## config.mk

```make
export PLATFORM = sky130hd
export DESIGN_NAME = pbc_mac
export DESIGN_NICKNAME = d
export VERILOG_FILES = /design/src/rtl/core/pbc_pkg.sv /design/src/rtl/core/pbc_mac.sv
export SDC_FILE = /design/constraint.sdc
export NUM_CORES = 2
export LEC_CHECK = 0
export CAP_MARGIN = 20
export CORE_ASPECT_RATIO = 1.75
export CORE_MARGIN = 2
export CORE_UTILIZATION = 55
export CTS_BUF_LIST = sky130_fd_sc_hd__clkbuf_8 sky130_fd_sc_hd__clkbuf_16
export DETAILED_ROUTE_END_ITERATION = 8
export DONT_BUFFER_PORTS = 1
export PLACE_DENSITY = 0.7
export SETUP_SLACK_MARGIN = 0.4
export SLEW_MARGIN = 10
export SYNTH_ARGS = -nofsm -noshare
export SYNTH_HDL_FRONTEND = slang
export SYNTH_SLANG_ARGS = --single-unit
```

## constraint.sdc

```tcl
create_clock -name i_clk -period 7.1 [get_ports i_clk]
set_input_delay 0.355 -clock i_clk [delete_from_list [all_inputs] [get_ports i_clk]]
set_output_delay 0.355 -clock i_clk [all_outputs]
set_load 0.01 [all_outputs]
```

## src/rtl/core/pbc_pkg.sv

```systemverilog
// Package for the per-subcarrier beamform combiner.
// Holds field widths, operation codes, item and control structs and the saturation function.
// No dependencies.
package pbc_pkg;

    localparam int SAMPLE_BITS     = 16;
    localparam int SC_BITS         = 6;
    localparam int EL_BITS         = 2;
    localparam int ACC_BITS        = 36;
    localparam int PROD_BITS       = 2 * SAMPLE_BITS;
    localparam int DEF_ELEMENTS    = 4;
    localparam int DEF_SUBCARRIERS = 64;

    localparam logic OP_WEIGHT = 1'b0;
    localparam logic OP_SAMPLE = 1'b1;

    typedef struct packed {
        logic                          operation;
        logic [SC_BITS-1:0]            subcarrier;
        logic [EL_BITS-1:0]            element;
        logic signed [SAMPLE_BITS-1:0] value_re;
        logic signed [SAMPLE_BITS-1:0] value_im;
    } t_in_item;

    typedef struct packed {
        logic [SC_BITS-1:0]         out_subcarrier;
        logic signed [ACC_BITS-1:0] out_re;
        logic signed [ACC_BITS-1:0] out_im;
    } t_out_item;

    typedef struct packed {
        logic               valid;
        logic               last;
        logic [SC_BITS-1:0] sc;
    } t_stage_ctl;

    function automatic logic signed [ACC_BITS-1:0] sat_acc(input logic signed [ACC_BITS:0] v);
        logic signed [ACC_BITS-1:0] res;
        if (v[ACC_BITS] != v[ACC_BITS-1]) begin
            res = v[ACC_BITS] ? {1'b1, {(ACC_BITS-1){1'b0}}} : {1'b0, {(ACC_BITS-1){1'b1}}};
        end else begin
            res = v[ACC_BITS-1:0];
        end
        return res;
    endfunction

endpackage

```

## src/rtl/core/pbc_mac.sv

```systemverilog
// Conjugate multiply, saturating accumulation and the output register of the combiner.
// Registers four partial products, then adds them into the shared re/im accumulators.
// Depends on pbc_pkg.
module pbc_mac (
    input  logic                                 i_clk,
    input  logic                                 i_rst_n,
    input  pbc_pkg::t_stage_ctl                  i_ctl,
    input  logic signed [pbc_pkg::SAMPLE_BITS-1:0] i_s_re,
    input  logic signed [pbc_pkg::SAMPLE_BITS-1:0] i_s_im,
    input  logic signed [pbc_pkg::SAMPLE_BITS-1:0] i_w_re,
    input  logic signed [pbc_pkg::SAMPLE_BITS-1:0] i_w_im,
    output logic                                 o_stall,
    output logic                                 o_out_valid,
    input  logic                                 i_out_ready,
    output pbc_pkg::t_out_item                   o_out_data
);

    pbc_pkg::t_stage_ctl                         r_ctl;
    logic signed [pbc_pkg::PROD_BITS-1:0]        r_p_rr, r_p_ii, r_p_ir, r_p_ri;
    logic signed [pbc_pkg::ACC_BITS-1:0]         r_acc_re, r_acc_im;
    logic                                        r_out_valid;
    pbc_pkg::t_out_item                          r_out;
    logic signed [pbc_pkg::PROD_BITS:0]          w_sum_re, w_sum_im;
    logic signed [pbc_pkg::ACC_BITS:0]           w_wide_re, w_wide_im;
    logic signed [pbc_pkg::ACC_BITS-1:0]         n_acc_re, n_acc_im;
    logic                                        w_en;

    assign o_stall = r_out_valid && !i_out_ready && r_ctl.valid && r_ctl.last;
    assign w_en    = !o_stall;

    assign w_sum_re  = (pbc_pkg::PROD_BITS+1)'(r_p_rr) + (pbc_pkg::PROD_BITS+1)'(r_p_ii);
    assign w_sum_im  = (pbc_pkg::PROD_BITS+1)'(r_p_ir) - (pbc_pkg::PROD_BITS+1)'(r_p_ri);
    assign w_wide_re = (pbc_pkg::ACC_BITS+1)'(r_acc_re) + (pbc_pkg::ACC_BITS+1)'(w_sum_re);
    assign w_wide_im = (pbc_pkg::ACC_BITS+1)'(r_acc_im) + (pbc_pkg::ACC_BITS+1)'(w_sum_im);
    assign n_acc_re  = pbc_pkg::sat_acc(w_wide_re);
    assign n_acc_im  = pbc_pkg::sat_acc(w_wide_im);

    always_ff @(posedge i_clk) begin
        if (w_en) begin
            r_p_rr <= i_s_re * i_w_re;
            r_p_ii <= i_s_im * i_w_im;
            r_p_ir <= i_s_im * i_w_re;
            r_p_ri <= i_s_re * i_w_im;
        end
        if (w_en && r_ctl.valid && r_ctl.last) begin
            r_out.out_subcarrier <= r_ctl.sc;
            r_out.out_re         <= n_acc_re;
            r_out.out_im         <= n_acc_im;
        end
    end

    always_ff @(posedge i_clk) begin
        if (!i_rst_n) begin
            r_ctl       <= '0;
            r_acc_re    <= '0;
            r_acc_im    <= '0;
            r_out_valid <= 1'b0;
        end else begin
            if (w_en) begin
                r_ctl <= i_ctl;
            end
            if (w_en && r_ctl.valid) begin
                if (r_ctl.last) begin
                    r_acc_re <= '0;
                    r_acc_im <= '0;
                end else begin
                    r_acc_re <= n_acc_re;
                    r_acc_im <= n_acc_im;
                end
            end
            if (w_en && r_ctl.valid && r_ctl.last) begin
                r_out_valid <= 1'b1;
            end else if (i_out_ready) begin
                r_out_valid <= 1'b0;
            end
        end
    end

    assign o_out_valid = r_out_valid;
    assign o_out_data  = r_out;

    a_acc_cleared: assert property (@(posedge i_clk) disable iff (!i_rst_n)
        (w_en && r_ctl.valid && r_ctl.last) |=> (r_acc_re == '0 && r_acc_im == '0))
        else $error("Accumulator not cleared after a result.");

    a_stall_holds_acc: assert property (@(posedge i_clk) disable iff (!i_rst_n)
        o_stall |=> ($stable(r_acc_re) && $stable(r_acc_im)))
        else $error("Accumulator changed during a stall.");

    a_result_source: assert property (@(posedge i_clk) disable iff (!i_rst_n)
        $rose(r_out_valid) |-> $past(r_ctl.valid && r_ctl.last))
        else $error("Result raised without a last-element sample.");

endmodule

```

Word-level counts from Yosys, hierarchy flattened
Cells that the tools add are included.

word-level totals
  word-level logic and storage cells = 39
  input bits = 75
  register bits = 287

operators by class
  $add $sub $neg = 4
  multiply operators = 4
  reduce and logical (&&, ||, !) cells = 8
  eq/ne operators = 2
  multiplexer cells = 8

operators with widths
  operator                                        number
  36-bit two-way mux                              6
  16-bit by 16-bit multiplier with 32-bit output  4
  36-bit by 33-bit adder with 37-bit output       2
  32-bit by 32-bit adder with 33-bit output       1
  32-bit by 32-bit subtractor with 33-bit output  1
  1-bit logical AND                               5
  1-bit logical NOT                               2
  1-bit two-way mux                               2
  1-bit != test                                   2
  2-bit nonzero test                              1

Longest topological paths before layout
  depth in word-level cells = 8
  mapped depth = 25
  depth with buffers taken out = 24

Least setup slack after synthesis
Ideal clock, no wire load.

  path type = input port to flip-flop
  from = in i_s_re[10] (netlist bit)
  to = reg r_p_rr[30] (netlist bit), data pin
  stages = 20
  setup time = 0.258 ns
  slack = 0.851 ns
  path buffers = 1
  arrival time = 5.992 ns
  data required time = 6.842 ns
  cell sequence = clkbuf_1 nand2_1 fa_1 fa_1 fa_1 fa_1 inv_1 fa_1 fa_1 ha_1 a21o_1 a21o_1 a2111oi_0 o21ai_0 a21oi_1 o31ai_1 a2111o_1 a21o_1 a21oi_1 xnor2_1

on the way
  cells in the longest elaborated chain, start to end = 1

RTL lines
  what                                            line           source
  start, declared                                 pbc_mac.sv:8   input logic signed [pbc_pkg::SAMPLE_BITS-1:0] i_s_re,
  16-bit by 16-bit multiplier with 32-bit output  pbc_mac.sv:40  r_p_rr <= i_s_re * i_w_re;
  end signal, assigned                            pbc_mac.sv:40
  end, declared                                   pbc_mac.sv:19  logic signed [pbc_pkg::PROD_BITS-1:0] r_p_rr, r_p_ii, r_p_ir, r_p_ri;

No other way between the ends.
A chain may end at the register's enable or synchronous reset.

Worst setup path after layout
  from = in i_w_re[4] (netlist bit)
  to = reg r_p_ir[30] (netlist bit), data pin

on the way
  cells in the longest elaborated chain, start to end = 1

RTL lines
  what                                            line           source
  start, declared                                 pbc_mac.sv:10  input logic signed [pbc_pkg::SAMPLE_BITS-1:0] i_w_re,
  16-bit by 16-bit multiplier with 32-bit output  pbc_mac.sv:42  r_p_ir <= i_s_im * i_w_re;
  end signal, assigned                            pbc_mac.sv:42
  end, declared                                   pbc_mac.sv:19

No other way between the ends.

==> impl_metrics.json <==
{
  "run_status": "finished, final reports clean",
  "cts_root_buf": "sky130_fd_sc_hd__clkbuf_16",
  "grt_start_max_net_pins": 80,
  "wl_um": 138000,
  "postCtsSetupRepairBufs": 0,
  "post_synth.cell_area_avg_um2": 9.54,
  "capture_instance_of_the_worst_register_to_register_path": "o_out_data[21]",
  "post-synth-top-count-cell": "sky130_fd_sc_hd__inv_1",
  "synth_top_area_share_pct": 41.0,
  "initialDrtViolationCount": 2321,
  "ys_async_sr_fraction_pct": 0,
  "layout_min_cycle_time_ns": 6.03,
  "max_cap_viol_count": 0,
  "timing.critical_path.to": "r_p_ir[30]",
  "fin_setup_tns_ns": 0,
  "clk_transition_reported_paths_ns": 0.07,
  "port_buffers": 0,
  "detailedPlacementHpwl_um": 109000,
  "antenna_fix_cells": 0,
  "floorplan.rows": 153,
  "cts_tree": "yes",
  "floorplan.core_area_um2": 99000,
  "initial_antenna_violation_count": 10,
  "synth_warnings": 0,
  "final_max_slew_viol_count": 0,
  "grt_first_pass_wirelength_um": 223000,
  "synth_enable_flop_cells": 206,
  "ctsHtreeMaxLevel": 1,
  "clk_path_buf_depth": 3,
  "layout-area-overhead-vs-synth_pct": 3.73,
  "worstSetupStartpointType": "input pin",
  "placed_cell_area_um2": 55700,
  "clock_skew_ns": 0.0186,
  "route.detailed.drc": 0,
  "grt_pass1_vias": 42500,
  "critical_path.max_stage_delay_ns": 0.57,
  "place_inst": 6830,
  "tightest_slew_ns": 1.05,
  "reg2reg_slack_ns": 2.27,
  "gpl.final_weighted_congestion": 0.892,
  "clock_sinks": 287,
  "drt.antenna.violating_nets": 0,
  "cp.required_ns": 7.46,
  "hp-class": "in -> reg",
  "fp.dieW_um": 243,
  "timing.critical_path.arrival_ns": 6.38,
  "fin_nets": 7156,
  "grt.total_usage_pct": 28.1,
  "synth_top_area_cell": "sky130_fd_sc_hd__fa_1",
  "number_of_stages_on_the_worst_hold_path": 2,
  "crit_path_max_fanout": 32,
  "postSynthNetCount": 7334,
  "worst_slew_margin_rel_pct": 30.1,
  "ys_seq_area_share_pct": 14.3,
  "achievable-frequency_mhz": 166,
  "post_synth_main_area_contributors": "sky130_fd_sc_hd__fa_1, sky130_fd_sc_hd__edfxtp_1, sky130_fd_sc_hd__inv_1",
  "timing.hold.ws_ns": 0.0453,
  "final-hold-violation-count": 0,
  "numCtsBuffers": 29,
  "synth.distinct_cells": 82,
  "y_dimension_of_the_die_um": 421,
  "synth.cell_area_um2": 54800,
  "setup.worst_path.class": "in -> reg",
  "clk-insertion-delay-late_ns": 0.60,
  "number_of_ports_placed_on_the_die_boundary": 155,
  "gate_count_after_technology_mapping": 5738,
  "detail_route.first_pass.iterations": 5,
  "ff2ff_path_depth": 16,
  "share_of_post_route_cells_with_drive_strength_above_1_pct": 1.74,
  "start_util_pct": 55.3,
  "timing.critical_path.to_type": "register",
  "rsz_0062_raised_after_global_routing": "no",
  "cp_common_cell": "sky130_fd_sc_hd__fa_1",
  "stdcell_area_um2": 56800,
  "yosys-top-cells-count": "sky130_fd_sc_hd__inv_1, sky130_fd_sc_hd__fa_1, sky130_fd_sc_hd__nand2_1",
  "wire_length_per_cell_um": 19.9,
  "rr_startpoint": "r_p_ir[31]",
  "post-route-period-util_pct": 84.9,
  "synth.ff_latch_count": 287,
  "timing.critical_path.from": "i_w_re[4]",
  "finalSetupViolations": 0,
  "routed-via-count": 38400,
  "cells_traversed_along_the_worst_timing_path": "and2_1 > fa_1 > inv_1 > fa_1 > fa_1 > inv_1 > fa_1 > fa_1 > inv_1 > fa_1 > inv_1 > ha_1 > nand3_1 > o21bai_1 > a2111oi_0 > buf_4 > nor3_1 > o31ai_1 > a21bo_2 > nor3_1 > o21bai_1 > a21oi_1 > xnor2_1",
  "fin_cells": 6899,
  "dieArea_um2": 102000,
  "critical-path-slowest-cell": "sky130_fd_sc_hd__a2111oi_0",
  "grt_remaining_overflow": 0,
  "drt-vias-per-instance": 5.56,
  "synthFlopType": "sky130_fd_sc_hd__edfxtp_1"
}
## critical path: cells and delay by family
family	cells	cell delay, ns
xor gates and xnor gates	1	0.15
buffers and inverters	5	0.43
AOI/OAI and AO/OA	6	1.66
and+or+nand+nor	4	0.41
adders and majority gates	7	3.35
## layout by cell type (no fill, tap or decap), drive strengths merged, types with 11 or more instances in the layout
master	n
and3	28
dlygate4sd3	15
nor3	25
o21a	34
nand2b	34
nor2	189
edfxtp	206
a21oi	169
nand4	14
a21boi	11
o21bai	34
maj3	50
xor2	48
o211ai	21
a221o	24
nand3	34
and2	497
a21o	84
buf	17
o21ai	128
inv	1358
nand2	604
xnor2	149
dfxtp	81
ha	400
clkbuf	30
nor2b	22
fa	1121
a211oi	22
## worst min-delay path by stage
stage                            from              to  slack (ns)
after floorplan              r_ctl[0]  o_out_data[72]        0.41
after global routing      i_out_ready     o_out_valid        0.03
after global placement       r_ctl[2]  o_out_data[74]        0.41
final                     i_out_ready     o_out_valid        0.05
after CTS                 i_out_ready     o_out_valid       0.005
after detailed placement     r_ctl[1]  o_out_data[73]        0.42
## final cells by class
class / count / area (um2)
Timing Repair Buffer: 32 / 298
Tap cell: 1317 / 1650
Sequential cell: 287 / 7810
Multi-Input combinational cell: 3858 / 41000
Clock inverter: 23 / 225
Clock buffer: 30 / 739
Inverter: 1352 / 5070
Fill cell: 8712 / 42200
## kinds of logic (layout without fill, tap and decap cells)
group	count (synthesis)	count (layout)	synth area share, %
flops	287	287	14.3
mux	2	2	0.0366
xor+xnor	197	197	3.16
simple gates	1488	1488	13.4
buf+inv	1593	1437	10.9
compound gates	600	600	7.21
fa+ha+maj	1571	1571	51.0
## state kept, by name, summed over array words and instances, names as in the netlist
signal / count
o_out_data: 78
r_acc_im: 36
r_acc_re: 36
r_p_ii: 32
r_p_ir: 32
r_p_ri: 32
r_p_rr: 32
r_ctl: 8
o_out_valid: 1
## what timing repair did
item	CTS	global route
endpoints found under the hold margin	15	0
hold buffers	15	0
resized for setup	0	0
## routing by layer
layer / part of all wire (%) / vias to the layer above / GRT usage (%)
met5: 0.028 / - / 0
met1: 35 / 19700 / 31.0
met3: 5.7 / 441 / 3.94
met2: 53 / 1225 / 51.6
met4: 6.4 / 6 / 15.3
li1: - / 17000 / -
## per-stage QoR
step / setup WS (ns) / utilization, %
6_report: 1.07 / 57.4
4_1_cts: 1.15 / 57.4
2_1_floorplan: 0.851 / -
3_5_place_dp: 0.519 / 56.2
3_3_place_gp: 0.606 / 56.2
5_1_grt: 0.711 / 57.4
Power is not shown: default switching activity piles up to over one toggle a cycle in this logic, so the estimate is an artifact.
